### config.mk
export PLATFORM = sky130hd
export DESIGN_NAME = mwt_seq
export DESIGN_NICKNAME = d
export VERILOG_FILES = /design/src/rtl/core/mwt_pkg.sv /design/src/rtl/core/mwt_seq.sv
export SDC_FILE = /design/constraint.sdc
export NUM_CORES = 1
export LEC_CHECK = 0
export BUFFER_PORTS_ARGS = -buffer_cell sky130_fd_sc_hd__buf_2
export CORE_UTILIZATION = 45
export CTS_CLUSTER_SIZE = 14
export DETAILED_ROUTE_END_ITERATION = 8
export PLACE_DENSITY = 0.69
export RECOVER_POWER = 100
export SLEW_MARGIN = 20
export SYNTH_ARGS = -nofsm -noshare
export SYNTH_HDL_FRONTEND = slang
export SYNTH_SLANG_ARGS = --single-unit
export TNS_END_PERCENT = 30
### constraint.sdc
create_clock -name i_clk -period 7.82 [get_ports i_clk]
set_clock_uncertainty 0.05 [all_clocks]
set_input_delay 0.782 -clock i_clk [delete_from_list [all_inputs] [get_ports i_clk]]
set_output_delay 0.782 -clock i_clk [all_outputs]
set_load 0.03 [all_outputs]
### src/rtl/core/mwt_pkg.sv
package mwt_pkg;

    localparam int CFG_W     = 7;
    localparam int CFG_IDX_W = 3;
    localparam int DEST_W    = 12;

    typedef enum logic [CFG_IDX_W-1:0] {
        REG_ROW_COUNT  = 3'd0,
        REG_COL_COUNT  = 3'd1,
        REG_ROW_BEGIN  = 3'd2,
        REG_ROW_END    = 3'd3,
        REG_COL_BEGIN  = 3'd4,
        REG_COL_END    = 3'd5,
        REG_OUT_STRIDE = 3'd6
    } t_cfg_reg;

    typedef enum logic {
        OP_LOAD  = 1'b0,
        OP_DRAIN = 1'b1
    } t_op;

    typedef struct packed {
        logic [6:0] row_count;
        logic [6:0] col_count;
        logic [5:0] row_begin;
        logic [6:0] row_end;
        logic [5:0] col_begin;
        logic [6:0] col_end;
        logic [6:0] out_stride;
    } t_cfg;

    typedef struct packed {
        logic we;
        logic re;
    } t_mem_ctl;

    typedef struct packed {
        logic ready;
        logic s1_valid;
        logic window_done;
    } t_seq_stat;

endpackage

### src/rtl/core/mwt_seq.sv
module mwt_seq #(
    parameter int MAX_DIM      = 64,
    parameter int ELEMENT_BITS = 32,
    parameter int ADDR_W       = $clog2(MAX_DIM * MAX_DIM)
) (
    input  logic                       i_clk,
    input  logic                       i_rst_n,
    input  mwt_pkg::t_cfg              i_cfg,
    input  logic                       i_valid,
    input  logic                       i_op,
    input  logic [ELEMENT_BITS-1:0]    i_elem,
    input  logic                       i_take,
    output mwt_pkg::t_seq_stat         o_stat,
    output mwt_pkg::t_mem_ctl          o_mem_ctl,
    output logic [ADDR_W-1:0]          o_waddr,
    output logic [ELEMENT_BITS-1:0]    o_wdata,
    output logic [ADDR_W-1:0]          o_raddr,
    output logic [mwt_pkg::DEST_W-1:0] o_dest,
    output logic                       o_last
);

    localparam int DIM_W = $clog2(MAX_DIM + 1);
    localparam int IDX_W = (MAX_DIM > 1) ? $clog2(MAX_DIM) : 1;
    localparam int EW    = (DIM_W > mwt_pkg::CFG_W) ? DIM_W : mwt_pkg::CFG_W;
    localparam int LC_W  = $clog2(MAX_DIM * MAX_DIM + 1);
    localparam int TW    = 2 * EW;
    localparam int AW    = IDX_W + EW;
    localparam int DW    = EW + mwt_pkg::CFG_W;
    localparam logic [EW-1:0] MAX_E = EW'(MAX_DIM);

    function automatic logic [EW-1:0] clip(input logic [EW-1:0] v);
        return (v > MAX_E) ? MAX_E : v;
    endfunction

    logic [LC_W-1:0] r_load_count;
    logic [EW-1:0]   r_row;
    logic [EW-1:0]   r_col;
    logic            r_done;
    logic            r_started;
    logic            r_s1_valid;
    logic [mwt_pkg::DEST_W-1:0] r_dest;
    logic            r_last;

    logic [EW-1:0] rc, cc, er_c, ec_c, er, ec, rb, cb;
    logic [EW-1:0] cur_row, cur_col, row_inc, col_inc;
    logic [TW-1:0] total;
    logic [AW-1:0] addr_full;
    logic [DW-1:0] dest_full;
    logic          loaded, accept, is_load, in_win, drain_ok, issue, wrap, last_c;

    always_comb begin
        rc      = clip(EW'(i_cfg.row_count));
        cc      = clip(EW'(i_cfg.col_count));
        er_c    = clip(EW'(i_cfg.row_end));
        ec_c    = clip(EW'(i_cfg.col_end));
        er      = (er_c < rc) ? er_c : rc;
        ec      = (ec_c < cc) ? ec_c : cc;
        rb      = EW'(i_cfg.row_begin);
        cb      = EW'(i_cfg.col_begin);
        total   = TW'(rc) * TW'(cc);
        loaded  = TW'(r_load_count) >= total;
        cur_row = r_started ? r_row : rb;
        cur_col = r_started ? r_col : cb;
        row_inc = cur_row + EW'(1);
        col_inc = cur_col + EW'(1);
        wrap    = row_inc >= er;
        last_c  = wrap && (col_inc >= ec);
        in_win  = (cur_row < er) && (cur_col < ec);
    end

    assign accept   = i_valid && o_stat.ready;
    assign is_load  = mwt_pkg::t_op'(i_op) == mwt_pkg::OP_LOAD;
    assign drain_ok = accept && !is_load && loaded && !r_done;
    assign issue    = drain_ok && in_win;

    // source address row*col_count+col, destination index col*stride+row
    assign addr_full = AW'(cur_row[IDX_W-1:0]) * AW'(cc) + AW'(cur_col);
    assign dest_full = DW'(cur_col) * DW'(i_cfg.out_stride) + DW'(cur_row);

    always_ff @(posedge i_clk) begin
        if (!i_rst_n) begin
            r_load_count <= '0;
            r_row        <= '0;
            r_col        <= '0;
            r_done       <= 1'b0;
            r_started    <= 1'b0;
            r_s1_valid   <= 1'b0;
        end else begin
            if (accept && is_load && !loaded) begin
                r_load_count <= r_load_count + LC_W'(1);
            end
            if (drain_ok) begin
                r_started <= 1'b1;
                if (!in_win) begin
                    r_done <= 1'b1;
                end else if (wrap) begin
                    r_row <= rb;
                    r_col <= col_inc;
                    if (last_c) begin
                        r_done <= 1'b1;
                    end
                end else begin
                    r_row <= row_inc;
                    r_col <= cur_col;
                end
            end
            if (issue) begin
                r_s1_valid <= 1'b1;
            end else if (i_take) begin
                r_s1_valid <= 1'b0;
            end
        end
    end

    always_ff @(posedge i_clk) begin
        if (issue) begin
            r_dest <= dest_full[mwt_pkg::DEST_W-1:0];
            r_last <= last_c;
        end
    end

    assign o_stat.ready       = !r_s1_valid || i_take;
    assign o_stat.s1_valid    = r_s1_valid;
    assign o_stat.window_done = r_done;
    assign o_mem_ctl.we       = accept && is_load && !loaded;
    assign o_mem_ctl.re       = issue;
    assign o_waddr            = r_load_count[ADDR_W-1:0];
    assign o_wdata            = i_elem;
    assign o_raddr            = addr_full[ADDR_W-1:0];
    assign o_dest             = r_dest;
    assign o_last             = r_last;

endmodule

# Yosys cells after proc, flatten, opt, wreduce, memory -nomap -nowiden
# Index checks and enable logic that the tools add are counted.
dict set report op_classes {
  bitwise_logic 1
  reduce_logical 16
  magnitude_cmp 11
  eq_ne 2
  n_mul 3
  mux 15
  n_addsub 5
}
# op n
set ops {}
lappend ops {{$mux 7} 10}
lappend ops {{$gt 7x7->1 const B} 4}
lappend ops {{$lt 7x7->1} 4}
lappend ops {{$add 12x7->12} 2}
lappend ops {{$add 7x1->7 const B} 2}
lappend ops {{$ge 13x14->1} 1}
lappend ops {{$ge 7x7->1} 2}
lappend ops {{$mul 7x7->14} 1}
lappend ops {{$add 13x1->13 const B} 1}
lappend ops {{$mul 6x7->12} 1}
lappend ops {{$mul 7x7->12} 1}
lappend ops {{$logic_and 1x1->1} 9}
lappend ops {{$mux 1} 5}
lappend ops {{$ne 2x1->1 const B} 2}
lappend ops {{$logic_not 1->1} 3}
lappend ops {{$reduce_and 3->1} 1}
lappend ops {{$reduce_and 2->1} 1}
lappend ops {{$reduce_bool 2->1} 1}
lappend ops {{$logic_or 1x1->1} 1}
lappend ops {{$not 1->1} 1}
dict set report word_totals {
  input_bits 84
  reg_bits 43
}

# Longest topological paths before layout
dict set report depth {
  ltp_word 9
  ltp_mapped 28
}

# Least setup slack after synthesis
# OpenSTA, ideal clock, no wires.
dict set report synth_timing {
  path_type {input port to output port}
  startpoint {input port i_cfg[39] (netlist bit)}
  endpoint {output port o_mem_ctl[0] (netlist bit)}
  path_stages 27
  path_slack_ns 0.243
  arrival_time_ns 6.745
  n_path_buf 5
  path_cell_list {clkbuf_1 > nor2b_1 > clkbuf_1 > nand2_1 > fa_1 > fa_1 > inv_1 > fa_1 > inv_1 > fa_1 > inv_1 > ha_1 > a21oi_1 > o21ai_2 > a21o_1 > a21oi_1 > xor2_1 > ha_1 > nand4_1 > nor2_1 > o31a_1 > o32a_1 > and4_2 > clkbuf_1 > buf_2 > and2_1 > buf_4}
}
dict set report synth_via {
  elab_chain_len 7
  elab_cells_between_ends 11
  classes_between {mul: 1; order compare: 4; mux: 2; reduce/logical: 4}
}
# element line
set synth_rtl {}
lappend synth_rtl {{start: declaration} mwt_seq.sv:8} ;# input mwt_pkg::t_cfg i_cfg,
lappend synth_rtl {{$gt 7x7->1} mwt_seq.sv:32} ;# return (v > MAX_E) ? MAX_E : v;
lappend synth_rtl {{$mux 7 (*)} mwt_seq.sv:32}
lappend synth_rtl {{$mul 7x7->14 / $lt 7x7->1 (equally long branches)} {mwt_seq.sv:60, mwt_seq.sv:57}}
lappend synth_rtl {{$ge 13x14->1 / $mux 7 (equally long branches)} {mwt_seq.sv:61, mwt_seq.sv:57}}
lappend synth_rtl {{$logic_and 1x1->1 / $lt 7x7->1 (equally long branches)} {mwt_seq.sv:73, mwt_seq.sv:68}}
lappend synth_rtl {{$logic_and 1x1->1, on equally long branches} {mwt_seq.sv:73, mwt_seq.sv:68}}
lappend synth_rtl {{$logic_and 1x1->1 (*)} mwt_seq.sv:74} ;# assign issue = drain_ok && in_win;
lappend synth_rtl {{end: declaration} mwt_seq.sv:14} ;# output mwt_pkg::t_mem_ctl o_mem_ctl,
# Mark *: on every way between the ends. The rest lies on a longest branch, timed or not.

==> summary.txt <==
STA
  – Final worst-path cycle share: approximately 94%
  – Fin crit period: between 7000 and 8000 ps
  – Max_slew headroom: 42.4%
  – Final TNS setup: 0 ps
  – RSZ-0062 raised after global routing: false
  – Max Slew Vio Count: 0
  – Peak Freq: ~140 MHz
  – Worst slew pin tran: between 800 and 900 ps
  – Setup violations, final: 0
  – Final Hold Viols: 0

Routing
  – Met2 WL: 9.86 mm
  – Drt first-iter violations: around 430
  – Drt pass-1 iters: 7
  – Met3 wire len: between 1 and 1.5 mm
  – WL/cell: 16.0 um
  – Drt drc: 10
  – Wl on met1: 9.00 mm
  – Avg Vias per Cell: between 5 and 6
  – DR vias: ~6900
  – DRT Wirelength: 20.3 mm
  – Top layer in use: met4
  – Antenna violation net count after detailed routing: 0

Global routing
  – Total global-route track usage: 21.9%
  – First-pass GRT wire length: ~34 mm
  – Vias in the first global route: between 6000 and 7000
  – Initial antenna violation count: 0
  – Grt ovf: 0
  – Largest net degree at the start of global routing: 27

Synth
  – Synth unique cells: 64
  – Share of the synthesized area in the top cell type: a little over a fifth
  – Post-synth EDFFs: 13
  – Sequential fraction of the synthesis area: 11.7%
  – Leading area contributor after synthesis: ha_1
  – Syn_nets: 1300
  – Main area contributors after synthesis: ha_1 21%, fa_1 18%, dfxtp_1 7.1%
  – Synth Register Bits: 43
  – Ys flop type: dfxtp_1
  – Mapped Area: about 8500 sq um
  – Cells after Synth: slightly below 1000
  – Syn Area/Cell: roughly 8.5 sq um
  – Yosys warnings: 0
  – Ys async rst share: 0%

Die
  – Total die area: between 15000 and 20000 sq um
  – Die Width: 139 um
  – Rows: between 40 and 50
  – I/O pins: 158
  – Core Area: roughly 18000 sq um
  – Initial core utilization: a little under half
  – Die Span Y: about 140 um

CTS
  – Number of CTS-inserted buffers: 5
  – H-tree levels: 2
  – Clk_lat worst skew: ~300 ps
  – Maximum root-to-sink buffer count: 2
  – Root Driver: clkbuf_16
  – CTS Hold Bufs: 0
  – Clk sinks: 43
  – CTS tree: built
  – Clock-pin slew on the worst setup and hold paths: approximately 70 ps

Placed design
  – Cells after DPL: around 1300
  – Post-DP HPWL: 17.0 mm
  – PortBufs: 93
  – Routability Congestion: between 0.8 and 0.9
  – Placed cell area: 8870 sq um

Cells and area
  – Post-layout util: 49.2%
  – Post-route cell area: 8970 sq um
  – Post-layout nets: around 1300
  – Share of cells above drive strength 1: 9.15%
  – Most common cell after layout, fill and taps aside: ha_1
  – Synth-to-Final Area Change: 6.01%
  – Antenna Cells: 0
  – Commonest non-fill, non-tap cells in the layout: 144 x ha_1, 122 x inv_1, 100 x nand2_1, 78 x fa_1, 72 x nor2_1
  – Layout Cells excl Fill: about 1300

Pwr
  – Design Power: 1270 uW
  – IR drop worst, VDD: roughly 0.085 mV
  – Pwr dens: 141 nW/um^2
  – Clock power frac: around a fifth
  – Switch Pwr: ~560 uW
  – Part of the power in registers: 19.9%
  – Int Pwr: just over 700 uW
  – Pleak: around 0.0043 uW
  – Switching Fraction: around 44%
  – Comb pwr share: ~61%

Worst setup path
  – Max stage delay cell, worst path: fa_1
  – Critical Path Fanout Max: 15
  – Crit path top cell by count: fa_1
  – CP arrival: between 6000 and 7000 ps
  – CP cell instances: buf_2 -> nor2b_1 -> nand2_1 -> fa_1 -> fa_1 -> inv_1 -> fa_1 -> inv_1 -> fa_1 -> inv_1 -> ha_1 -> a21oi_1 -> o21ai_2 -> a21o_1 -> a21oi_1 -> xor2_1 -> ha_1 -> nand4_1 -> nor2_1 -> o31a_1 -> o32a_1 -> and4_4 -> and2_1 -> clkbuf_2
  – Reg2reg end: o_dest[11]
  – Family with the most delay on the worst path: adder cells
  – Reg-to-reg startpoint: r_started
  – CP peak stage delay: ~560 ps
  – Req. time, crit path: around 7000 ps
  – WP buf/inv: 5
  – CP Capture Type: output pin
  – R2r worst-path depth: 16
  – Crit start category: primary input
  – Internal reg-to-reg setup slack: approximately 1800 ps
  – Critical path class: in -> out

Min path
  – Hold_sp: r_col[5]
  – Hold Path Sink: r_col[5]
  – Min-Delay Path Class: reg -> reg
  – WHS Path Cells: 2

Status
  – Failing checks: DRC
  – Status: finished, violations left

Run
  – Max cap viols: 0
worst max-delay path by stage:
stage                         to      start  depth (start not counted)
floorplan           o_mem_ctl[0]  i_cfg[39]                         27
global placement    o_mem_ctl[0]  i_cfg[46]                         23
detailed placement  o_mem_ctl[0]  i_cfg[46]                         24
CTS                 o_mem_ctl[0]  i_cfg[46]                         24
global route        o_mem_ctl[0]  i_cfg[39]                         24
finish              o_mem_ctl[0]  i_cfg[46]                         24
routing by layer:
layer  GRT usage, %  up-vias
met5              0        -
met4           4.97        0
met3           3.87       33
met2           38.5      169
met1           27.8     3306
li1               -     3355
registers in the layout, indices dropped and copies added, names as in the netlist:
signal and cells:
r_done 1, r_s1_valid 1, r_load_count 13, r_started 1
o_dest 12, r_row 7, r_col 7, o_last 1
Yosys cell counts, types with 3 or more instances:
cell type	count
nand3_1	21
a21o_1	11
and4b_1	3
a31oi_1	5
o21a_1	10
edfxtp_1	13
nand2b_1	9
nor2b_1	43
mux2_2	11
buf_2	3
nand2_1	100
and2_1	17
nor3_1	14
mux2i_1	22
xor2_1	10
xnor2_1	43
ha_1	144
buf_4	47
a21oi_1	51
dfxtp_1	30
nand4_1	4
clkinv_1	5
fa_1	78
o2111ai_1	4
nand3b_1	5
nor2_1	72
o21ai_0	24
inv_1	122
and3_1	3
clkbuf_1	22
power by group through the flow:
stage	sequential, uW	combinational, uW	clock [uW]
6_report	252	771	244
5_1_grt	252	877	257
4_1_cts	252	788	247
3_5_place_dp	257	783	0
3_3_place_gp	257	766	0
2_1_floorplan	257	637	0
what timing repair did:
action | CTS | global route
resized for setup | 0 | 1
setup endpoints to repair | 0 | 1
buffers inserted | 0 | 0
logic make-up (layout without fill, tap and decap cells):
kind of cell               count (synthesis)  after routing  share of synthesized area (%)
AOI/OAI and AO/OA                        139            139                           10.6
xor gates and xnor gates                  53             53                           5.49
muxes                                     33             33                           4.07
adders and majority gates                222            222                           39.8
DFF                                       43             43                           11.7
and+or+nand+nor                          304            304                           17.3
buffers and inverters                    200            244                           11.1
worst min-delay path, stage by stage, from the launching register on:
cell     delay [ps]
dfxtp_1         310
nand2_1          50
a21oi_1          50
area by class of cell:
class | count | area (sq um)
well taps | 229 | 287
flip-flops and latches | 43 | 991
inverters | 127 | 477
multi-input cells | 751 | 6530
repair buffers | 109 | 517
clock buffers | 7 | 164
clock inverters | 1 | 5.00
fillers | 1817 | 9240
stage by stage:
stage / worst slack [ps] / hold WS (ps)
finish: 472 / 400
global route: 9.37 / 418
CTS: 373 / 402
detailed placement: 373 / 393
global placement: 451 / 386
floorplan: 243 / 378
Note: power is estimated with default switching activity, not from simulation.
